<file path="src/rtl/cmpt_pkg.sv">
// Shared types, constants and register map of the color matrix transform.
package cmpt_pkg;

  localparam int DATA_W       = 8;
  localparam int COEF_W       = 16;
  localparam int OFS_W        = 16;
  localparam int CFG_W        = 64;
  localparam int CFG_IDX_W    = 3;
  localparam int MAX_CHANNELS = 4;

  localparam int COEF_FRAC_BITS_DEF = 12;
  localparam int NUM_CHANNELS_DEF   = 4;

  // Diagonal weight loaded at reset.
  localparam logic [COEF_W-1:0] RESET_DIAG_COEF = 16'd4096;
  localparam logic [CFG_W-1:0]  RESET_OFFSETS   = 64'd0;

  localparam logic [DATA_W-1:0] LEVEL_MAX = 8'd255;

  typedef enum logic [CFG_IDX_W-1:0] {
    REG_COEFS_OUT0      = 3'd0,
    REG_COEFS_OUT1      = 3'd1,
    REG_COEFS_OUT2      = 3'd2,
    REG_COEFS_OUT3      = 3'd3,
    REG_CHANNEL_OFFSETS = 3'd4
  } reg_idx_t;

  typedef logic [CFG_W-1:0] cfg_word_t;
  typedef logic [MAX_CHANNELS-1:0][DATA_W-1:0] pixel_t;

  typedef struct packed {
    cfg_word_t [MAX_CHANNELS-1:0] coefs;
    cfg_word_t                    offsets;
  } cfg_t;

endpackage

</file>
<file path="src/rtl/cmpt_cfg_regs.sv">
// Configuration register file: four weight words and the offset word.
module cmpt_cfg_regs (
  input  logic                           clk,
  input  logic                           rst,
  input  logic                           cfg_we,
  input  logic [cmpt_pkg::CFG_IDX_W-1:0] cfg_idx,
  input  logic [cmpt_pkg::CFG_W-1:0]     cfg_wdata,
  output cmpt_pkg::cfg_t                 cfg
);

  always_ff @(posedge clk) begin
    if (rst) begin
      for (int c = 0; c < cmpt_pkg::MAX_CHANNELS; c++) begin
        cfg.coefs[c] <= cmpt_pkg::CFG_W'(cmpt_pkg::RESET_DIAG_COEF) << (cmpt_pkg::COEF_W * c);
      end
      cfg.offsets <= cmpt_pkg::RESET_OFFSETS;
    end else if (cfg_we) begin
      case (cmpt_pkg::reg_idx_t'(cfg_idx))
        cmpt_pkg::REG_COEFS_OUT0:      cfg.coefs[0] <= cfg_wdata;
        cmpt_pkg::REG_COEFS_OUT1:      cfg.coefs[1] <= cfg_wdata;
        cmpt_pkg::REG_COEFS_OUT2:      cfg.coefs[2] <= cfg_wdata;
        cmpt_pkg::REG_COEFS_OUT3:      cfg.coefs[3] <= cfg_wdata;
        cmpt_pkg::REG_CHANNEL_OFFSETS: cfg.offsets  <= cfg_wdata;
        default: ;  // drop writes to unmapped indexes
      endcase
    end
  end

endmodule

</file>
<file path="config.mk">
export PLATFORM = sky130hd
export DESIGN_NAME = cmpt_cfg_regs
export DESIGN_NICKNAME = d
export VERILOG_FILES = /design/src/rtl/cmpt_pkg.sv /design/src/rtl/cmpt_cfg_regs.sv
export SDC_FILE = /design/constraint.sdc
export NUM_CORES = 1
export LEC_CHECK = 0
export BUFFER_PORTS_ARGS = -buffer_cell sky130_fd_sc_hd__buf_2
export CELL_PAD_IN_SITES_DETAIL_PLACEMENT = 1
export CELL_PAD_IN_SITES_GLOBAL_PLACEMENT = 1
export CORE_ASPECT_RATIO = 1.1
export CORE_MARGIN = 8
export CORE_UTILIZATION = 42
export DETAILED_ROUTE_END_ITERATION = 7
export GPL_TIMING_DRIVEN = 0
export HOLD_SLACK_MARGIN = 0.06
export PLACE_DENSITY_LB_ADDON = 0.1
export SYNTH_ARGS = -nofsm -noshare
export SYNTH_HDL_FRONTEND = slang
export SYNTH_SLANG_ARGS = --single-unit
</file>
<file path="constraint.sdc">
create_clock -name clk -period 3.25 [get_ports clk]
set_input_delay 0.325 -clock clk [delete_from_list [all_inputs] [get_ports clk]]
set_output_delay 0.325 -clock clk [all_outputs]
set_load 0.03 [all_outputs]
</file>
Word-level counts from Yosys, hierarchy flattened:

Cells that the tools add are included.

* bits in latches: 0
* bits of input ports: 70
* register bits after elaboration: 320
* memories: 0
* logic and storage cells: 15
* output and inout bits: 320
* RAM bits: 0
* ROM bits: 0

* reduce and logical (&&, ||, !) cells: 6
* bitwise operators: 0
* multipliers: 0
* multiplexer cells: 0
* add/subtract/negate cells: 0
* equality and inequality tests: 4
* shifts and indexed selects: 0
* $lt $le $gt $ge: 0
* div/mod/pow operators: 0

Operators by type and width (count)
* AND reduction 2 bit: 5
* == test 3 x 2 -> 1 bit, second input constant: 2
* == test 3 x 1 -> 1 bit, second input constant: 1
* == test 3 bit, second input constant: 1
* logical NOT 3 bit: 1

Depth between registers and ports, before layout:

* word-level depth: 2
* mapped depth: 5
* depth with buffers taken out: 2

Worst setup path after synthesis:

OpenSTA, ideal clock, no wires.

* path kind: input to register
* from: input rst
* to: register cfg[115] (netlist bit)
* path buffers: 3
* arrival: 1141 ps
* cell stages on the path: 5
* setup slack: 1985 ps
* required time: 3127 ps
* library setup time: 123 ps
* cells stage by stage: buf_2 > clkbuf_1 > clkbuf_1 > nand2b_1 > mux2i_1

RTL lines
* from (decl): line cmpt_cfg_regs.sv:4 `input logic rst,`
* to (decl): line cmpt_cfg_regs.sv:8 `output cmpt_pkg::cfg_t cfg`

==> metrics.md <==
| Metric | Value |
|---|---|
| Max Freq | `0.619 GHz` |
| GRT busiest layer | `met2` |
| Vias in the first global route | `10600` |
| Cell with the most instances after synthesis | `nand2b_1` |
| CTS Sinks | `320` |
| Clock transition at path regs | `0.06 ns` |
| Largest family of logic cells by synthesized area | `multiplexers` |
| Setup TNS Final | `0 ns` |
| Total power | `8.62 mW` |
| Grt ovf | `0` |
| Most frequent cells after synthesis | `380 x nand2b_1, 320 x dfxtp_1, 320 x mux2i_1, 42 x clkbuf_1, 19 x buf_4` |
| Cells on worst reg2reg path | `2` |
| CTS max path bufs | `3` |
| CTS tree | `done` |
| RePlAce Congestion | `0.772` |
| Synth top area share | `0.512` |
| Synth top area cells | `dfxtp_1 51%, mux2i_1 26%, nand2b_1 19%` |
| EDFF count, synth | `0` |
| Ports | `390` |
| Row count | `66` |
| Max-slew headroom | `0.511` |
| Asr flop ratio synth | `0` |
| Endpoints failing setup | `0` |
| Hold Slack | `0.0983 ns` |
| Drt wl/cell | `21.5 um` |
| # fillers | `3345` |
| Die Span Y | `197 um` |
| Final Non-Filler Cells | `1932` |
| Drt pass-1 iters | `4` |
| Clock Skews | `0 ns` |
| Slew @ Worst Pin | `0.733 ns` |
| Final instance area | `16000 um^2` |
| R2R setup slack | `2.56 ns` |
| Worst-path cell chain | `buf_2 -> clkbuf_1 -> clkbuf_1 -> nand2b_1 -> mux2i_1` |
| Cell area after synthesis | `12500 um^2` |
| Synth Area in Simple Gates | `0.198` |
| Post-Syn Nets | `1183` |
| Worst Setup Start Kind | `primary input` |
| R2R Path End | `cfg[166]` |
| Routed wire length | `41600 um` |
| Pwr dens | `538 nW/um^2` |
| RSZ-0062 raised after global routing | `false` |
| Post-synthesis adder-cell area fraction | `0` |
| Inserted Clock Buffers | `35` |
| Reg2Reg Launch Point | `cfg[166]` |
| Critical Path Max Stage Delay | `0.57 ns` |
| Max reg flops | `320` |
| Layout cell share with drive strength beyond 1 | `0.303` |
| Post-synth top flop | `dfxtp_1` |
| Dpl ws | `1.10 ns` |
| Hold Crit Depth | `3` |
| Cell count after synthesis | `1113` |
| Cell Area, Placed | `14900 um^2` |
| Type of the worst min-delay path | `in2reg` |
| CP required | `3.62 ns` |
| Synth area leader | `dfxtp_1` |
| Fin crit share | `0.497` |
| Core Area | `29500 um^2` |
| Total Routing Usage GR | `0.228` |
| First-pass GRT wire length | `63300 um` |
| Post-synthesis mux area share | `0.256` |
| Synthesized flop and latch total | `320` |
| Port-buffer cells | `388` |
| Global routing usage on met2 | `0.395` |
| Cts hold-fix bufs | `0` |
| Max-slew violations | `0` |
| Die footprint | `35600 um^2` |
| Start point of the worst min-delay path | `cfg_wdata[44]` |
| # Post-CTS Setup Buffers | `0` |
| Leak Pwr | `8.51 nW` |
| Detailed Place HPWL | `31200 um` |
| Post_cts resized | `0` |
| Synthesized area per cell | `11.2 um^2` |
| Number of max-cap violations | `0` |
| Antenna violations before repair | `5` |
| Post-synth cell types | `13` |
| Top reg by flops | `cfg` |
| Largest net degree at the start of global routing | `13` |
| Worst-path maximum fanout | `10` |
| Clk_lat worst skew | `0.49 ns` |
| Critical path class | `in2reg` |
| Vias | `9544` |
| Final worst slack | `1.64 ns` |
| DRC Markers | `0` |
| CP delay by family, top | `buffers and inverters` |
| GR met1 Demand/Resource | `0.258` |
| Status | `finished clean` |
| Synthesis warning total | `0` |
| CP max-delay cell | `clkbuf_1` |
| Met3 GRT Util | `0.0839` |
| Final min period | `1.61 ns` |
| Die width | `181 um` |
| Buffers & Inverters on Critical Path | `3` |
| Drt first-iter violations | `214` |
| Min-Delay Endpoint | `cfg[236]` |
| VDD IR-drop max | `0.326 mV` |
| Area delta synth->final | `28.0%` |
| Clk Tree Root Cell | `clkbuf_16` |
| Data arrival, critical path | `1.98 ns` |
| Register area share after synthesis | `0.512` |
| Worst setup EP type | `register` |
| Final Hold Fails | `0` |
| Antenna-violating nets left | `0` |
| # H-tree levels | `2` |
| Vias per cell | `4.94` |
| Synth Area in Compound Gates | `0` |
| Most frequent CP cell | `clkbuf_1` |
| XOR/XNOR Fraction of Synth Area | `0` |
| Largest regs | `cfg x320` |
| Post-layout util | `0.543` |
| Starting Density | `0.424` |
| Final #Nets | `1608` |
| Placed Cells | `1875` |
==> cells in the final DEF (no fill, tap or decap) <==
cell and count:
clkbuf_16 37, dfxtp_1 320, nand4bb_1 3, nand4b_1 1, nor4b_1 1, nand2b_1 380, clkinv_2 2, diode_2 1
clkbuf_1 50, and4bb_1 1, buf_2 399, buf_4 19, nor2_1 8, buf_6 6, clkbuf_8 9, mux2i_1 320
or4b_1 1
==> report_power, final <==
group	internal [mW]	total, mW	switching (mW)
Combinational	0.270	0.753	0.483
Clock	2.27	3.81	1.54
Sequential	4.01	4.06	0.0491
Total	6.55	8.62	2.07
==> worst register-to-register path: stages, from the launching register on <==
cell	delay, ns
dfxtp_1	0.36
nand2b_1	0.07
mux2i_1	0.18
==> worst max path at each step <==
stage / from / endpoint / slack (ns) / depth (start not counted)
after global routing: rst / cfg[134] / 1.53 / 5
after CTS: rst / cfg[134] / 1.62 / 5
after global placement: rst / cfg[134] / 1.12 / 5
after floorplan: rst / cfg[115] / 1.99 / 5
final: rst / cfg[134] / 1.64 / 5
after detailed placement: rst / cfg[134] / 1.10 / 5
==> per-layer routing <==
| metal | vias to the layer above | wire length (um) |
|---|---|---|
| met2 | 289 | 20100 |
| met5 | - | 55 |
| met4 | 8 | 1160 |
| met3 | 72 | 3280 |
| li1 | 4509 | - |
| met1 | 4666 | 16900 |
==> cell families after synthesis <==
group / after synthesis
AND/OR/NAND/NOR: 395
multiplexers: 320
flip-flops: 320
buffers and inverters: 78
==> area by class of cell <==
class	count	area, um^2	area share
Sequential cell	320	6410	0.400
Multi-Input combinational cell	715	5680	0.355
Timing Repair Buffer	388	1940	0.121
Clock buffer	54	1080	0.0674
Tap cell	374	468	0.0292
Buffer	78	423	0.0264
Clock inverter	2	10.0	0.000625
Antenna cell	1	2.50	0.000156
Note: power is estimated with default switching activity, not from simulation.
