[src/rtl/cmpt_pkg.sv]
// Shared types, constants and register map of the color matrix transform.
package cmpt_pkg;

  localparam int DATA_W       = 8;
  localparam int COEF_W       = 16;
  localparam int OFS_W        = 16;
  localparam int CFG_W        = 64;
  localparam int CFG_IDX_W    = 3;
  localparam int MAX_CHANNELS = 4;

  localparam int COEF_FRAC_BITS_DEF = 12;
  localparam int NUM_CHANNELS_DEF   = 4;

  // Diagonal weight loaded at reset.
  localparam logic [COEF_W-1:0] RESET_DIAG_COEF = 16'd4096;
  localparam logic [CFG_W-1:0]  RESET_OFFSETS   = 64'd0;

  localparam logic [DATA_W-1:0] LEVEL_MAX = 8'd255;

  typedef enum logic [CFG_IDX_W-1:0] {
    REG_COEFS_OUT0      = 3'd0,
    REG_COEFS_OUT1      = 3'd1,
    REG_COEFS_OUT2      = 3'd2,
    REG_COEFS_OUT3      = 3'd3,
    REG_CHANNEL_OFFSETS = 3'd4
  } reg_idx_t;

  typedef logic [CFG_W-1:0] cfg_word_t;
  typedef logic [MAX_CHANNELS-1:0][DATA_W-1:0] pixel_t;

  typedef struct packed {
    cfg_word_t [MAX_CHANNELS-1:0] coefs;
    cfg_word_t                    offsets;
  } cfg_t;

endpackage

[src/rtl/cmpt_channel.sv]
// One output channel: weighted sum plus offset, round half to even, clamp.
module cmpt_channel #(
  parameter int COEF_FRAC_BITS = cmpt_pkg::COEF_FRAC_BITS_DEF,
  parameter int NUM_CHANNELS   = cmpt_pkg::NUM_CHANNELS_DEF
) (
  input  cmpt_pkg::pixel_t                 pix,
  input  logic [cmpt_pkg::CFG_W-1:0]       coefs,
  input  logic [cmpt_pkg::OFS_W-1:0]       offset,
  output logic [cmpt_pkg::DATA_W-1:0]      level
);

  localparam int PROD_W  = cmpt_pkg::DATA_W + 1 + cmpt_pkg::COEF_W;
  localparam int SUM_W   = PROD_W + 2;
  localparam int OFS_SH  = COEF_FRAC_BITS - 4;
  localparam int OFS_EW  = cmpt_pkg::OFS_W + OFS_SH;
  localparam int ACC_W   = ((SUM_W > OFS_EW) ? SUM_W : OFS_EW) + 1;
  localparam int Q_W     = ACC_W - COEF_FRAC_BITS;

  logic signed [PROD_W-1:0]         prod [cmpt_pkg::MAX_CHANNELS];
  logic signed [ACC_W-1:0]          acc;
  logic signed [Q_W-1:0]            q;
  logic [COEF_FRAC_BITS-1:0]        frac;
  logic                             round_up;
  logic signed [Q_W:0]              q_rnd;

  always_comb begin
    for (int k = 0; k < cmpt_pkg::MAX_CHANNELS; k++) begin
      prod[k] = $signed({1'b0, pix[k]}) *
                $signed(coefs[cmpt_pkg::COEF_W*k +: cmpt_pkg::COEF_W]);
    end
  end

  always_comb begin
    acc = $signed({{(ACC_W - cmpt_pkg::OFS_W){offset[cmpt_pkg::OFS_W-1]}}, offset}) <<< OFS_SH;
    for (int k = 0; k < cmpt_pkg::MAX_CHANNELS; k++) begin
      if (k < NUM_CHANNELS) begin
        acc = acc + ACC_W'(prod[k]);
      end
    end
  end

  // Floor part and fraction; ties go to the even neighbor.
  assign q        = acc[ACC_W-1:COEF_FRAC_BITS];
  assign frac     = acc[COEF_FRAC_BITS-1:0];
  assign round_up = frac[COEF_FRAC_BITS-1] & ((|frac[COEF_FRAC_BITS-2:0]) | q[0]);
  assign q_rnd    = $signed({q[Q_W-1], q}) + $signed({{Q_W{1'b0}}, round_up});

  always_comb begin
    if (q_rnd[Q_W]) begin
      level = '0;
    end else if (|q_rnd[Q_W-1:cmpt_pkg::DATA_W]) begin
      level = cmpt_pkg::LEVEL_MAX;
    end else begin
      level = q_rnd[cmpt_pkg::DATA_W-1:0];
    end
  end

endmodule

[config.mk]
export PLATFORM = sky130hd
export DESIGN_NAME = cmpt_channel
export DESIGN_NICKNAME = d
export VERILOG_FILES = /design/src/rtl/cmpt_pkg.sv /design/src/rtl/cmpt_channel.sv
export SDC_FILE = /design/constraint.sdc
export NUM_CORES = 1
export LEC_CHECK = 0
export BUFFER_PORTS_ARGS = -buffer_cell sky130_fd_sc_hd__buf_2
export CORE_UTILIZATION = 57
export DETAILED_ROUTE_END_ITERATION = 6
export PLACE_DENSITY = 0.75
export SLEW_MARGIN = 25
export SYNTH_ARGS = -nofsm -noshare
export SYNTH_HDL_FRONTEND = slang
export SYNTH_SLANG_ARGS = --single-unit
[constraint.sdc]
create_clock -name vclk -period 10.65
set_input_delay 0.5325 -clock vclk [all_inputs]
set_output_delay 0.5325 -clock vclk [all_outputs]
set_load 0.1 [all_outputs]
# After elaboration in Yosys (flattened, before gate mapping)
# Index checks and enable logic that the tools add are counted.
# totals
ff_bits	0
inputBits	112
out_inout_bits	8
# classes
addsub	5
n_mul	4
n_mux	2
bitwise_logic	2
reduce_logical	2
# op_table
cell	n
multiplier 9 x 16 -> 25 bit	4
adder 27 x 25 -> 28 bit	1
adder 28 x 25 -> 28 bit	1
adder 26 x 25 -> 27 bit	1
adder 24 x 25 -> 26 bit	1
adder 16 x 2 -> 17 bit	1
2-to-1 mux 8 bit	2
OR reduction 11 bit	1
OR reduction 8 bit	1
bitwise AND 1 bit	1
bitwise OR 1 bit	1

# Longest topological paths before layout
# logic_depth
ltp_word	12
depth_mapped	31
ltp_nobuf	29

# Worst setup path before layout
# Ideal clock, no wire load.
# synth_timing
path_kind	input port to output port
start	in pix[24] (netlist name)
end	out level[0] (netlist name)
t_arrival_ns	9.541
path_slack_ns	0.577
cell_stages	26
n_path_buf	1
cell_sequence	clkbuf_1 > nand2_1 > fa_1 > fa_1 > fa_1 > fa_1 > fa_1 > inv_1 > fa_1 > fa_1 > inv_1 > fa_1 > inv_1 > ha_1 > a21oi_1 > nand2_1 > or2_2 > a311oi_1 > and2_1 > ha_1 > nand3b_1 > or3_4 > and4bb_2 > nand3b_1 > nand3_1 > a31oi_1
# synth_between
elab_chain_len	9
# synth_rtl
item	line	text
start: declaration	cmpt_channel.sv:6	input cmpt_pkg::pixel_t pix,
multiplier 9 x 16 -> 25 bit (*)	cmpt_channel.sv:28	prod[k] = $signed({1'b0, pix[k]}) *
adder 28 x 25 -> 28 bit (*)	cmpt_channel.sv:37	acc = acc + ACC_W'(prod[k]);
OR reduction 11 bit	cmpt_channel.sv:45	assign round_up = frac[COEF_FRAC_BITS-1] & ((|frac[COEF_FRAC_BITS-2:0]) | q[0]);
bitwise OR 1 bit	cmpt_channel.sv:45	
bitwise AND 1 bit	cmpt_channel.sv:45	
adder 16 x 2 -> 17 bit (*)	cmpt_channel.sv:46	assign q_rnd = $signed({q[Q_W-1], q}) + $signed({{Q_W{1'b0}}, round_up});
OR reduction 8 bit	cmpt_channel.sv:51	end else if (|q_rnd[Q_W-1:cmpt_pkg::DATA_W]) begin
2-to-1 mux 8 bit	cmpt_channel.sv:51	
2-to-1 mux 8 bit (*)	cmpt_channel.sv:49	if (q_rnd[Q_W]) begin
end: declaration	cmpt_channel.sv:9	output logic [cmpt_pkg::DATA_W-1:0] level
# Mark *: on every way between the ends. The rest lies on a longest branch, timed or not.

# Worst setup path after layout
# layout_timing
start	in pix[24] (netlist name)
end	out level[2] (netlist name)
# The elaborated chain is that of the path after synthesis.

==> impl_results.md <==
- Outcome: finished clean
- Chip height: 191.1 um
- Tot GR Track Use: 27.25%
- Commonest cells after routing, fill and taps aside: fa_1, inv_1, and2_1
- Setup TNS: 0 ns
- Vias per cell: 5.366
- # Post-CTS Setup Buffers: 0
- Antenna viol nets, final: 0
- Max-slew headroom: 56.43%
- Synthesized net count: 2988
- Fin. Hold Viols: 0
- Layout area overhead: 5.010%
- Yosys cell types: 57
- Row cnt: 68
- Die ar.: 0.03651 sq mm
- Fmax achieved: 102.1 MHz
- CP Launch Type: primary input
- Fin crit share: 92.00%
- Crit path capture type: output port
- Initial cell density of the core: 58.42%
- Layout cells sized above 1: 6.363%
- Post-synthesis sequential area ratio: 0%
- Mapped Cells: 2135
- Crit. Startpoint: pix[24]
- WP buf/inv: 5
- Largest net degree at the start of global routing: 17
- Max-slew violations: 0
- Reg area: 0 sq um
- RSZ-0062 raised after global routing: no
- Synth area leaders: fa_1, and2_1, inv_1
- Total number of vias: 14350
- WP data required: 10.12 ns
- Top cell type's share of synthesized area: 56.68%
- Worst Hold Class: in -> out
- Tmin final: 9.798 ns
- Synthesized area: 0.02038 sq mm
- Setup Viol. Count Final: 0
- GRT overflow: 0
- First-pass GRT wire length: 77.59 mm
- Worst setup path endpoint: level[2]
- Slew @ Worst Pin: 0.6451 ns
- Vias in the first global route: 15970
- Syn_area_per_cell: 9.545 sq um
- Seq Cell Count: 0
- Worst path arrival time: 9.27 ns
- Drt pass-1 iters: 5
- Commonest non-fill, non-tap cell in the layout: fa_1
- Wire length per cell: 17.24 um
- Core Area: 0.03488 sq mm
- Crit path max fanout: 16
- Slowest stage cell, crit path: fa_1
- Post-DP HPWL: 42.46 mm
- WP depth: 27
- Crit-path most repeated cell: fa_1
- Post-CTS Hold Fix Bufs: 0
- WS Path Type: in -> out
- Largest area contributor in the netlist: fa_1
- Crit path max-delay family: adder cells
- Cts repair resizes: 0
- Clock Buffer Count: 0
- Slowest stage delay, CP: 0.59 ns
- Initial antenna violation count: 3
- Ports: 120
- # Max-Cap Violations: 0
- Die Wd: 191.1 um
- Routability-driven placement congestion ratio: 0.9032
- Ys Warns: 0
- Routed Wire Length: 46.10 mm
- Count of nets after finishing: 3071
- Number of port buffers: 120
- DR iter-0 viols: 869
- # DRC: 0
## metal layers
layer  global-route usage, %  up-vias  wire length, um
met4                   7.967        2             1596
li1                        -     6384                -
met2                   50.18      472            25030
met3                   1.083       99             2065
met1                   34.80     7393            17390
met5                       0        -               11
## synthesized netlist by cell type (all sizes together) (9+ instances only)
cell type / instances
ha: 164
nor4: 9
nand2: 202
xnor2: 20
a21oi: 38
inv: 572
fa: 577
clkbuf: 36
nand3: 12
o21ai: 24
nor2: 30
and2: 344
## metrics by stage
step | cell area [sq um] | setup WS [ns] | std cells | utilization, % | hold WS, ns
2_1_floorplan | 20380 | 0.5770 | 2135 | - | 2.620
3_3_place_gp | 21390 | 1.030 | 2671 | 61.33 | 2.818
3_5_place_dp | 21390 | 0.8742 | 2671 | 61.33 | 2.830
4_1_cts | 21390 | 0.8588 | 2671 | 61.33 | 2.842
5_1_grt | 21400 | 0.2743 | 2673 | 61.34 | 2.917
6_report | 21400 | 0.8522 | 2674 | 61.35 | 2.826
## worst min-delay path by stage
stage	slack [ns]	cells past startpoint	from	endpoint
6_report	2.83	9	offset[5]	level[2]
2_1_floorplan	2.62	9	offset[15]	level[6]
5_1_grt	2.92	12	coefs[32]	level[0]
4_1_cts	2.84	12	coefs[32]	level[0]
3_3_place_gp	2.82	9	offset[9]	level[7]
3_5_place_dp	2.83	9	offset[9]	level[7]
## kinds of logic after synthesis
family                     Yosys count  share of synthesized area [%]
muxes                                3                         0.1596
AOI/OAI and AO/OA                  113                          3.794
adders and majority gates          741                          66.75
xor gates and xnor gates            26                          1.117
buffers and inverters              611                          11.30
and+or+nand+nor                    641                          16.88
## cell type report
| cell class | count | area [sq um] |
|---|---|---|
| multi-input cells | 1524 | 18080 |
| fillers | 2969 | 13480 |
| inverters | 572 | 2147 |
| repair buffers | 120 | 600.6 |
| well taps | 455 | 569.3 |
| diodes | 3 | 7.507 |
Power is not shown: default switching activity piles up to over one toggle a cycle in this logic, so the estimate is an artifact.
